`src/rtl/kvt_pkg.sv`:
```
// kvt_pkg: operation codes and shared constants for the key/value table.
// No dependencies; imported by the request interface and every module of the block.
package kvt_pkg;

  localparam int FUNC_WIDTH = 3;

  localparam logic [FUNC_WIDTH-1:0] FUNC_PUT      = 3'd0;
  localparam logic [FUNC_WIDTH-1:0] FUNC_REPLACE  = 3'd1;
  localparam logic [FUNC_WIDTH-1:0] FUNC_CONTAINS = 3'd2;
  localparam logic [FUNC_WIDTH-1:0] FUNC_GET      = 3'd3;
  localparam logic [FUNC_WIDTH-1:0] FUNC_REMOVE   = 3'd4;
  localparam logic [FUNC_WIDTH-1:0] FUNC_LENGTH   = 3'd5;

endpackage

```
`src/rtl/kvt_ifs.sv`:
```
// kvt_ifs: valid/ready channel interfaces for requests and responses.
// Depends on kvt_pkg for the operation code width.
interface kvt_req_if import kvt_pkg::*; #(
  parameter int KEY_WIDTH   = 32,
  parameter int VALUE_WIDTH = 32
);
  logic                   valid;
  logic                   ready;
  logic [FUNC_WIDTH-1:0]  func;
  logic [KEY_WIDTH-1:0]   key;
  logic [VALUE_WIDTH-1:0] value;

  modport source (output valid, func, key, value, input ready);
  modport sink   (input valid, func, key, value, output ready);
endinterface

interface kvt_rsp_if #(
  parameter int VALUE_WIDTH = 32,
  parameter int COUNT_WIDTH = 5
);
  logic                   valid;
  logic                   ready;
  logic                   ok;
  logic [VALUE_WIDTH-1:0] found_value;
  logic [COUNT_WIDTH-1:0] entry_count;

  modport source (output valid, ok, found_value, entry_count, input ready);
  modport sink   (input valid, ok, found_value, entry_count, output ready);
endinterface

```
`src/rtl/kvt_store.sv`:
```
// kvt_store: key and value entry memories, one write and one registered read port.
// Imports kvt_pkg only by convention; nothing from it is used.
module kvt_store import kvt_pkg::*; #(
  parameter int DEPTH       = 16,
  parameter int KEY_WIDTH   = 32,
  parameter int VALUE_WIDTH = 32,
  parameter int AW          = 4
) (
  input  logic                   clk,
  input  logic                   wr_en,
  input  logic [AW-1:0]          wr_addr,
  input  logic [KEY_WIDTH-1:0]   wr_key,
  input  logic [VALUE_WIDTH-1:0] wr_value,
  input  logic [AW-1:0]          rd_addr,
  output logic [KEY_WIDTH-1:0]   rd_key,
  output logic [VALUE_WIDTH-1:0] rd_value
);

  logic [KEY_WIDTH-1:0]   key_mem   [DEPTH];
  logic [VALUE_WIDTH-1:0] value_mem [DEPTH];
  logic [KEY_WIDTH-1:0]   rd_key_r;
  logic [VALUE_WIDTH-1:0] rd_value_r;

  always_ff @(posedge clk) begin
    if (wr_en) begin
      key_mem[wr_addr]   <= wr_key;
      value_mem[wr_addr] <= wr_value;
    end
  end

  always_ff @(posedge clk) begin
    rd_key_r   <= key_mem[rd_addr];
    rd_value_r <= value_mem[rd_addr];
  end

  assign rd_key   = rd_key_r;
  assign rd_value = rd_value_r;

endmodule

```
`src/rtl/kvt_ctrl.sv`:
```
// kvt_ctrl: request sequencer; scans entries through one shared key comparator,
// shifts entries down on remove. Depends on kvt_pkg and kvt_req_if.
module kvt_ctrl import kvt_pkg::*; #(
  parameter int DEPTH       = 16,
  parameter int KEY_WIDTH   = 32,
  parameter int VALUE_WIDTH = 32,
  parameter int AW          = 4,
  parameter int CW          = 5
) (
  input  logic                   clk,
  input  logic                   rst_n,
  kvt_req_if.sink                req,
  output logic                   res_valid,
  input  logic                   res_free,
  output logic                   res_ok,
  output logic [VALUE_WIDTH-1:0] res_value,
  output logic [CW-1:0]          res_count,
  output logic                   wr_en,
  output logic [AW-1:0]          wr_addr,
  output logic [KEY_WIDTH-1:0]   wr_key,
  output logic [VALUE_WIDTH-1:0] wr_value,
  output logic [AW-1:0]          rd_addr,
  input  logic [KEY_WIDTH-1:0]   rd_key,
  input  logic [VALUE_WIDTH-1:0] rd_value
);

  localparam logic [2:0] ST_IDLE  = 3'd0;
  localparam logic [2:0] ST_RD    = 3'd1;
  localparam logic [2:0] ST_CMP   = 3'd2;
  localparam logic [2:0] ST_SH_RD = 3'd3;
  localparam logic [2:0] ST_SH_WR = 3'd4;
  localparam logic [2:0] ST_RESP  = 3'd5;

  logic [2:0]             state_r, state_nxt;
  logic [FUNC_WIDTH-1:0]  func_r, func_nxt;
  logic [KEY_WIDTH-1:0]   key_r, key_nxt;
  logic [VALUE_WIDTH-1:0] value_r, value_nxt;
  logic [CW-1:0]          idx_r, idx_nxt;
  logic [CW-1:0]          count_r, count_nxt;
  logic                   ok_r, ok_nxt;
  logic [VALUE_WIDTH-1:0] found_r, found_nxt;
  logic [CW-1:0]          idx_inc;
  logic                   shift_more;
  logic                   key_hit;

  assign idx_inc    = idx_r + CW'(1);
  assign shift_more = ({1'b0, idx_inc} + (CW+1)'(1)) < {1'b0, count_r};
  assign key_hit    = (rd_key == key_r);

  assign req.ready = (state_r == ST_IDLE);
  assign res_valid = (state_r == ST_RESP);
  assign res_ok    = ok_r;
  assign res_value = found_r;
  assign res_count = count_r;

  always_comb begin
    state_nxt = state_r;
    func_nxt  = func_r;
    key_nxt   = key_r;
    value_nxt = value_r;
    idx_nxt   = idx_r;
    count_nxt = count_r;
    ok_nxt    = ok_r;
    found_nxt = found_r;
    wr_en     = 1'b0;
    wr_addr   = idx_r[AW-1:0];
    wr_key    = key_r;
    wr_value  = value_r;
    rd_addr   = idx_r[AW-1:0];

    case (state_r)
      ST_IDLE: begin
        if (req.valid) begin
          func_nxt  = req.func;
          key_nxt   = req.key;
          value_nxt = req.value;
          idx_nxt   = '0;
          ok_nxt    = 1'b0;
          found_nxt = '0;
          state_nxt = ST_RESP;
          case (req.func)
            FUNC_PUT: begin
              if (count_r != CW'(DEPTH)) begin
                wr_en     = 1'b1;
                wr_addr   = count_r[AW-1:0];
                wr_key    = req.key;
                wr_value  = req.value;
                count_nxt = count_r + CW'(1);
                ok_nxt    = 1'b1;
              end
            end
            FUNC_REPLACE, FUNC_CONTAINS, FUNC_GET, FUNC_REMOVE: begin
              if (count_r != '0) state_nxt = ST_RD;
            end
            FUNC_LENGTH: ok_nxt = (count_r != '0);
            default: ;
          endcase
        end
      end
      ST_RD: state_nxt = ST_CMP;
      ST_CMP: begin
        if (key_hit) begin
          ok_nxt    = 1'b1;
          state_nxt = ST_RESP;
          case (func_r)
            FUNC_REPLACE: wr_en = 1'b1;
            FUNC_GET:     found_nxt = rd_value;
            FUNC_REMOVE: begin
              if (idx_inc < count_r) begin
                state_nxt = ST_SH_RD;
              end else begin
                count_nxt = count_r - CW'(1);
              end
            end
            default: ;
          endcase
        end else if (idx_inc == count_r) begin
          state_nxt = ST_RESP;
        end else begin
          idx_nxt   = idx_inc;
          state_nxt = ST_RD;
        end
      end
      ST_SH_RD: begin
        rd_addr   = idx_inc[AW-1:0];
        state_nxt = ST_SH_WR;
      end
      ST_SH_WR: begin
        wr_en    = 1'b1;
        wr_key   = rd_key;
        wr_value = rd_value;
        idx_nxt  = idx_inc;
        if (shift_more) begin
          state_nxt = ST_SH_RD;
        end else begin
          count_nxt = count_r - CW'(1);
          state_nxt = ST_RESP;
        end
      end
      ST_RESP: begin
        if (res_free) state_nxt = ST_IDLE;
      end
      default: state_nxt = ST_IDLE;
    endcase
  end

  always_ff @(posedge clk) begin
    if (!rst_n) begin
      state_r <= ST_IDLE;
      count_r <= '0;
    end else begin
      state_r <= state_nxt;
      count_r <= count_nxt;
    end
  end

  always_ff @(posedge clk) begin
    func_r  <= func_nxt;
    key_r   <= key_nxt;
    value_r <= value_nxt;
    idx_r   <= idx_nxt;
    ok_r    <= ok_nxt;
    found_r <= found_nxt;
  end

endmodule

```
`src/rtl/key_value_table.sv`:
```
// key_value_table: top level; sequencer, entry store and response register.
// Depends on kvt_pkg, kvt_ifs, kvt_store and kvt_ctrl.
//
// Use: requests arrive on in_if (func, key, value) under valid/ready; one
// response per request leaves on out_if (ok, found_value, entry_count).
// Entries are kept in insertion order; searches take the first matching key.
// Sequence: put, length, unused codes and a search on an empty table go
// straight to the response; replace, contains and get read and compare one
// entry at a time (all entries on a miss); remove searches likewise, then
// reads and rewrites each later entry one slot down to close the gap.
// The sequencer returns to idle as the response is loaded into the output
// register and only then takes the next request. The pace is set by the
// single read port of the entry memory and the one key comparator, worst
// for a remove, or a search reaching the last entry, on a full table.
// in_if.ready is high only while no request is in work.
// Reset empties the table (count zero, no response pending); entry memory
// is not cleared. A stalled receiver holds the response in the output
// register; the next request may be taken meanwhile, and its response waits
// in the sequencer until the output register frees up.
module key_value_table import kvt_pkg::*; #(
  parameter int DEPTH       = 16,
  parameter int KEY_WIDTH   = 32,
  parameter int VALUE_WIDTH = 32
) (
  input  logic      clk,
  input  logic      rst_n,
  kvt_req_if.sink   in_if,
  kvt_rsp_if.source out_if
);

  localparam int AW = $clog2(DEPTH);
  localparam int CW = $clog2(DEPTH + 1);

  logic                   res_valid;
  logic                   res_free;
  logic                   res_ok;
  logic [VALUE_WIDTH-1:0] res_value;
  logic [CW-1:0]          res_count;
  logic                   wr_en;
  logic [AW-1:0]          wr_addr;
  logic [KEY_WIDTH-1:0]   wr_key;
  logic [VALUE_WIDTH-1:0] wr_value;
  logic [AW-1:0]          rd_addr;
  logic [KEY_WIDTH-1:0]   rd_key;
  logic [VALUE_WIDTH-1:0] rd_value;

  logic                   out_valid_r, out_valid_nxt;
  logic                   out_ok_r;
  logic [VALUE_WIDTH-1:0] out_value_r;
  logic [CW-1:0]          out_count_r;
  logic                   out_load;

  kvt_ctrl #(
    .DEPTH       (DEPTH),
    .KEY_WIDTH   (KEY_WIDTH),
    .VALUE_WIDTH (VALUE_WIDTH),
    .AW          (AW),
    .CW          (CW)
  ) u_ctrl (
    .clk       (clk),
    .rst_n     (rst_n),
    .req       (in_if),
    .res_valid (res_valid),
    .res_free  (res_free),
    .res_ok    (res_ok),
    .res_value (res_value),
    .res_count (res_count),
    .wr_en     (wr_en),
    .wr_addr   (wr_addr),
    .wr_key    (wr_key),
    .wr_value  (wr_value),
    .rd_addr   (rd_addr),
    .rd_key    (rd_key),
    .rd_value  (rd_value)
  );

  kvt_store #(
    .DEPTH       (DEPTH),
    .KEY_WIDTH   (KEY_WIDTH),
    .VALUE_WIDTH (VALUE_WIDTH),
    .AW          (AW)
  ) u_store (
    .clk      (clk),
    .wr_en    (wr_en),
    .wr_addr  (wr_addr),
    .wr_key   (wr_key),
    .wr_value (wr_value),
    .rd_addr  (rd_addr),
    .rd_key   (rd_key),
    .rd_value (rd_value)
  );

  assign res_free      = !out_valid_r || out_if.ready;
  assign out_load      = res_valid && res_free;
  assign out_valid_nxt = out_load || (out_valid_r && !out_if.ready);

  always_ff @(posedge clk) begin
    if (!rst_n) begin
      out_valid_r <= 1'b0;
    end else begin
      out_valid_r <= out_valid_nxt;
    end
  end

  always_ff @(posedge clk) begin
    if (out_load) begin
      out_ok_r    <= res_ok;
      out_value_r <= res_value;
      out_count_r <= res_count;
    end
  end

  assign out_if.valid       = out_valid_r;
  assign out_if.ok          = out_ok_r;
  assign out_if.found_value = out_value_r;
  assign out_if.entry_count = out_count_r;

endmodule

```
`src/flat_wrapper.sv`:
```
// flat-port wrapper written by rule: the top's interface ports become plain ports
module key_value_table_flat import kvt_pkg::*;
#(
  parameter int DEPTH       = 16,
  parameter int KEY_WIDTH   = 32,
  parameter int VALUE_WIDTH = 32
)
  (clk, rst_n, in_if_valid, in_if_func, in_if_key, in_if_value, in_if_ready, out_if_valid, out_if_ok, out_if_found_value, out_if_entry_count, out_if_ready);
  kvt_req_if #(.KEY_WIDTH(KEY_WIDTH), .VALUE_WIDTH(VALUE_WIDTH)) in_if_i ();
  kvt_rsp_if #(.VALUE_WIDTH(VALUE_WIDTH), .COUNT_WIDTH((5))) out_if_i ();
  input  logic clk;
  input  logic rst_n;
  input wire logic [$bits(in_if_i.valid)-1:0] in_if_valid;
  input wire logic [$bits(in_if_i.func)-1:0] in_if_func;
  input wire logic [$bits(in_if_i.key)-1:0] in_if_key;
  input wire logic [$bits(in_if_i.value)-1:0] in_if_value;
  output wire logic [$bits(in_if_i.ready)-1:0] in_if_ready;
  output wire logic [$bits(out_if_i.valid)-1:0] out_if_valid;
  output wire logic [$bits(out_if_i.ok)-1:0] out_if_ok;
  output wire logic [$bits(out_if_i.found_value)-1:0] out_if_found_value;
  output wire logic [$bits(out_if_i.entry_count)-1:0] out_if_entry_count;
  input wire logic [$bits(out_if_i.ready)-1:0] out_if_ready;
  assign in_if_i.valid = in_if_valid;
  assign in_if_i.func = in_if_func;
  assign in_if_i.key = in_if_key;
  assign in_if_i.value = in_if_value;
  assign in_if_ready = in_if_i.ready;
  assign out_if_valid = out_if_i.valid;
  assign out_if_ok = out_if_i.ok;
  assign out_if_found_value = out_if_i.found_value;
  assign out_if_entry_count = out_if_i.entry_count;
  assign out_if_i.ready = out_if_ready;
  key_value_table #(.DEPTH(DEPTH), .KEY_WIDTH(KEY_WIDTH), .VALUE_WIDTH(VALUE_WIDTH)) u_core (.clk(clk), .rst_n(rst_n), .in_if(in_if_i), .out_if(out_if_i));
endmodule
```
`config.mk`:
```
export PLATFORM = sky130hd
export DESIGN_NAME = key_value_table_flat
export DESIGN_NICKNAME = d
export VERILOG_FILES = /design/src/rtl/kvt_pkg.sv /design/src/rtl/kvt_ifs.sv /design/src/rtl/kvt_store.sv /design/src/rtl/kvt_ctrl.sv /design/src/rtl/key_value_table.sv /design/src/flat_wrapper.sv
export SDC_FILE = /design/constraint.sdc
export NUM_CORES = 1
export LEC_CHECK = 0
export ABC_AREA = 1
export BUFFER_PORTS_ARGS = -buffer_cell sky130_fd_sc_hd__buf_2
export CAP_MARGIN = 5
export CELL_PAD_IN_SITES_DETAIL_PLACEMENT = 0
export CELL_PAD_IN_SITES_GLOBAL_PLACEMENT = 1
export CORE_MARGIN = 5
export CORE_UTILIZATION = 52
export CTS_CLUSTER_DIAMETER = 40
export DETAILED_ROUTE_END_ITERATION = 6
export GPL_TIMING_DRIVEN = 0
export PLACE_DENSITY_LB_ADDON = 0.1
export SETUP_SLACK_MARGIN = 0.05
export SLEW_MARGIN = 10
export SYNTH_ARGS = -nofsm -noshare
export SYNTH_HDL_FRONTEND = slang
export SYNTH_SLANG_ARGS = --single-unit
```
`constraint.sdc`:
```
create_clock -name clk -period 6.9 [get_ports clk]
set_input_delay 1.035 -clock clk [delete_from_list [all_inputs] [get_ports clk]]
set_output_delay 1.035 -clock clk [all_outputs]
set_load 0.005 [all_outputs]
```
==> results.md <==
* Peak supply drop at 0.346 mV
* Max Slew Vio Count at 0
* Core area at 91800 sq um
* I/O pin count at 111
* Minimum clock period at 5.17 ns
* Worst setup EP type: flop
* Die Wd at 314 microns
* Slew headroom at 12.8%
* Max-cap violations at 0
* Status: completed
* Crit-path max cell delay at 0.80 ns
* CTS sink count at 1240
* Post-Syn Instances at 3612
* Drt via density at 6.28
* Wl on met1 at 61700 microns
* Final Cycle Share at 75.0%
* Setup Fix Bufs, Post-CTS at 0
* First-pass GRT wire length at 227000 microns
* Clk buf depth at 3
* Number of enable flip-flop cells after synthesis at 1167
* Final ANT Viol Nets at 0
* Total gr overflow at 0
* Crit-path max FO at 18
* Final setup viols at 0
* Die span in y at 314 microns
* Final #Nets at 4050
* Drt pass-1 iters at 6
* Placed cell area at 51700 sq um
* Worst EP arrival at 5.63 ns
* Area grow syn2layout at 18.6%
* Routed len/inst at 30.5 microns
* Skew-Pair Late Insertion Delay at 0.76 ns
* Via Count at 33500
* Crit path max-delay family: simple AND/OR/NAND/NOR gates
* Async SR Flop Fraction at 0%
* Syn nets at 3699
* Avg Cell Area, Syn at 13.3 sq um
* Slowest-stage cell, CP: nor2_4
* Total Routing Usage GR at 32.3%
* Hold Crit Depth at 0
* Cts hold-fix bufs at 0
* Critical Path Source: u_core.u_ctrl.state_r[0]$_SDFFE_PN0P_
* Drt total wl at 163000 microns
* Overall power at 28800 uW
* RSZ-0062 raised after global routing: false
* Placer congestion estimate at 0.882
* Vias in the first global route at 31800
* Most common library cell in the layout ignoring fill and taps: edfxtp_1
* Synth area leaders: edfxtp_1 (73%), nor2_1 (5.2%), o21ai_0 (4.9%), dfxtp_1 (3.0%), o211ai_1 (2.6%)
* Total CTS buffers at 153
* R2R cell count at 11
* I/O Buffers at 110
* Met3 wire length at 18700 microns
* Mapped cell area at 48200 sq um
* Layout cells sized above 1 at 14.1%
* Seq/Total Area, Yosys at 75.7%
* Measured slew at the worst slew-check pin at 1.31 ns
* Critical Path Sink: u_core.u_store.key_mem[12][25]$_DFFE_PP_
* Row count at 111
* Antenna violations before repair at 7
* Most frequent cells in the layout: edfxtp_1 (1167), nor2_1 (646), o21ai_0 (473), nand2_1 (301), buf_2 (181)
* Hold Crit Class: reg -> reg
* Crit path launch type: flop
* Root Driver: clkbuf_16
* Wire length on met2 at 75200 microns
* Prevailing post-synth register cell: edfxtp_1
* Max Fclk at 193 MHz
* DRT iter0 DRCs at 4897
* CTS tree: built
* Placement Setup Slack at 1.61 ns
* R2R Setup Slk at 1.73 ns
* Post-synthesis sequential element count at 1240
* # DRC at 0
* Post-cts resize count at 0
* Largest area contributor in the netlist: edfxtp_1
* Final hold vios at 0
* Largest net degree at the start of global routing at 33
* Uppermost layer routed: met5
* Setup slack after layout at 1.73 ns
* Yosys cell types at 35
* Initial Utilization at 52.5%
* H-tree depth at 4
* Worst-path cell chain: nor2_2 -> inv_1 -> nor2_2 -> nand2_1 -> nand2_1 -> clkinv_1 -> o21ai_2 -> nand3_1 -> nor2_4 -> buf_12 -> buf_16
* Worst reg2reg endpoint: u_core.u_store.key_mem[12][25]$_DFFE_PP_
* Reg2Reg Launch Point: u_core.u_ctrl.state_r[0]$_SDFFE_PN0P_
* Die Footprint at 98900 sq um
* Critical path class: reg -> reg
* Final Skew at 0.0231 ns
* Synth warnings at 0
* CP Depth at 11
* Leak at 0.0193 uW
* Synth top area share at 72.7%
* Number of fill cells at 6949
* Bufs and invs on worst path at 4
* Clock transition at path regs at 0.06 ns
* CP Data Required Time at 7.35 ns
* Design Area, Final at 57200 sq um
* Final HPWL DP at 110000 microns
* PwrDens at 504 nW/um^2
## power by group
group	internal (uW)	leakage, uW	switching [uW]
registers	9950	0.0112	276
logic	2380	0.00559	8020
clock network	4930	0.00249	3260
## state kept, by name, indices dropped and copies added, names as in the netlist
register,flops
u_core.u_ctrl.idx_r,5
u_core.u_ctrl.res_count,5
u_core.out_if.valid,1
u_core.u_ctrl.func_r,3
u_core.u_store.value_mem,512
u_core.u_ctrl.state_r,3
u_core.out_if.entry_count,5
u_core.out_if.found_value,32
u_core.u_store.key_mem,512
u_core.u_store.rd_key,32
u_core.u_ctrl.value_r,32
u_core.u_ctrl.res_ok,1
u_core.u_store.rd_value,32
u_core.out_if.ok,1
u_core.u_ctrl.key_r,32
u_core.u_ctrl.res_value,32
## Yosys cell counts (3+ instances only)
library cell  instances
dfxtp_1              73
xor2_1                8
clkbuf_2             12
o211ai_1            166
buf_4                 3
nand4_1               7
inv_1                97
o21ai_0             473
o21ai_1              50
nand2_1             301
buf_1                16
ha_1                 15
clkbuf_1            127
nand3_1             102
buf_2                71
xnor2_1              23
o22ai_1              67
o221ai_1            134
a21oi_1              15
edfxtp_1           1167
inv_2                 5
nor2_1              663
## kinds of logic after synthesis
| family | after synthesis | synth area share (%) |
|---|---|---|
| DFF | 1240 | 75.7 |
| xor gates and xnor gates | 33 | 0.654 |
| AOI/OAI and AO/OA | 911 | 11.6 |
| adders and majority gates | 16 | 0.431 |
| and+or+nand+nor | 1080 | 8.77 |
| buffers and inverters | 332 | 2.82 |
## how the worst min path moves through the flow
stage                                                         start                                      end
after floorplan            u_core.u_ctrl.res_value[0]$_SDFFCE_PN0P_   u_core.out_if.found_value[0]$_DFFE_PP_
after global placement     u_core.u_ctrl.res_value[8]$_SDFFCE_PN0P_   u_core.out_if.found_value[8]$_DFFE_PP_
after detailed placement  u_core.u_ctrl.res_value[17]$_SDFFCE_PN0P_  u_core.out_if.found_value[17]$_DFFE_PP_
after CTS                  u_core.u_ctrl.res_value[4]$_SDFFCE_PN0P_   u_core.out_if.found_value[4]$_DFFE_PP_
after global routing       u_core.u_ctrl.res_value[4]$_SDFFCE_PN0P_   u_core.out_if.found_value[4]$_DFFE_PP_
final                     u_core.u_ctrl.res_value[24]$_SDFFCE_PN0P_  u_core.out_if.found_value[24]$_DFFE_PP_
## routing by layer
| layer | vias up | GRT usage, % |
|---|---|---|
| met5 | - | 0 |
| met4 | 4 | 13.2 |
| met3 | 366 | 7.07 |
| met2 | 2300 | 51.2 |
| met1 | 16700 | 44.0 |
| li1 | 14200 | - |
## area by class of cell
type                       instances  area, sq um  share of cell area (%)
tap                             1243         1560                    2.72
clock buffer                     179         3970                    6.94
antenna                            1         2.50                 0.00438
multi-input combinational       2040        10600                    18.5
inverter                         103          387                   0.676
timing repair buffer             196         1940                    3.39
clock inverter                   107         1280                    2.23
sequential                      1240        36500                    63.9
buffer                           229          976                    1.71
## through the flow
step	util [%]	cells	hold WS, ns	TNS [ns]
floorplan	-	3612	0.400	0
global placement	54.8	4965	0.401	-3503.99
detailed placement	56.3	5032	0.405	0
CTS	62.1	5318	0.417	0
global route	62.3	5337	0.419	0
finish	62.3	5338	0.416	0
Note: power is estimated with default switching activity, not from simulation.
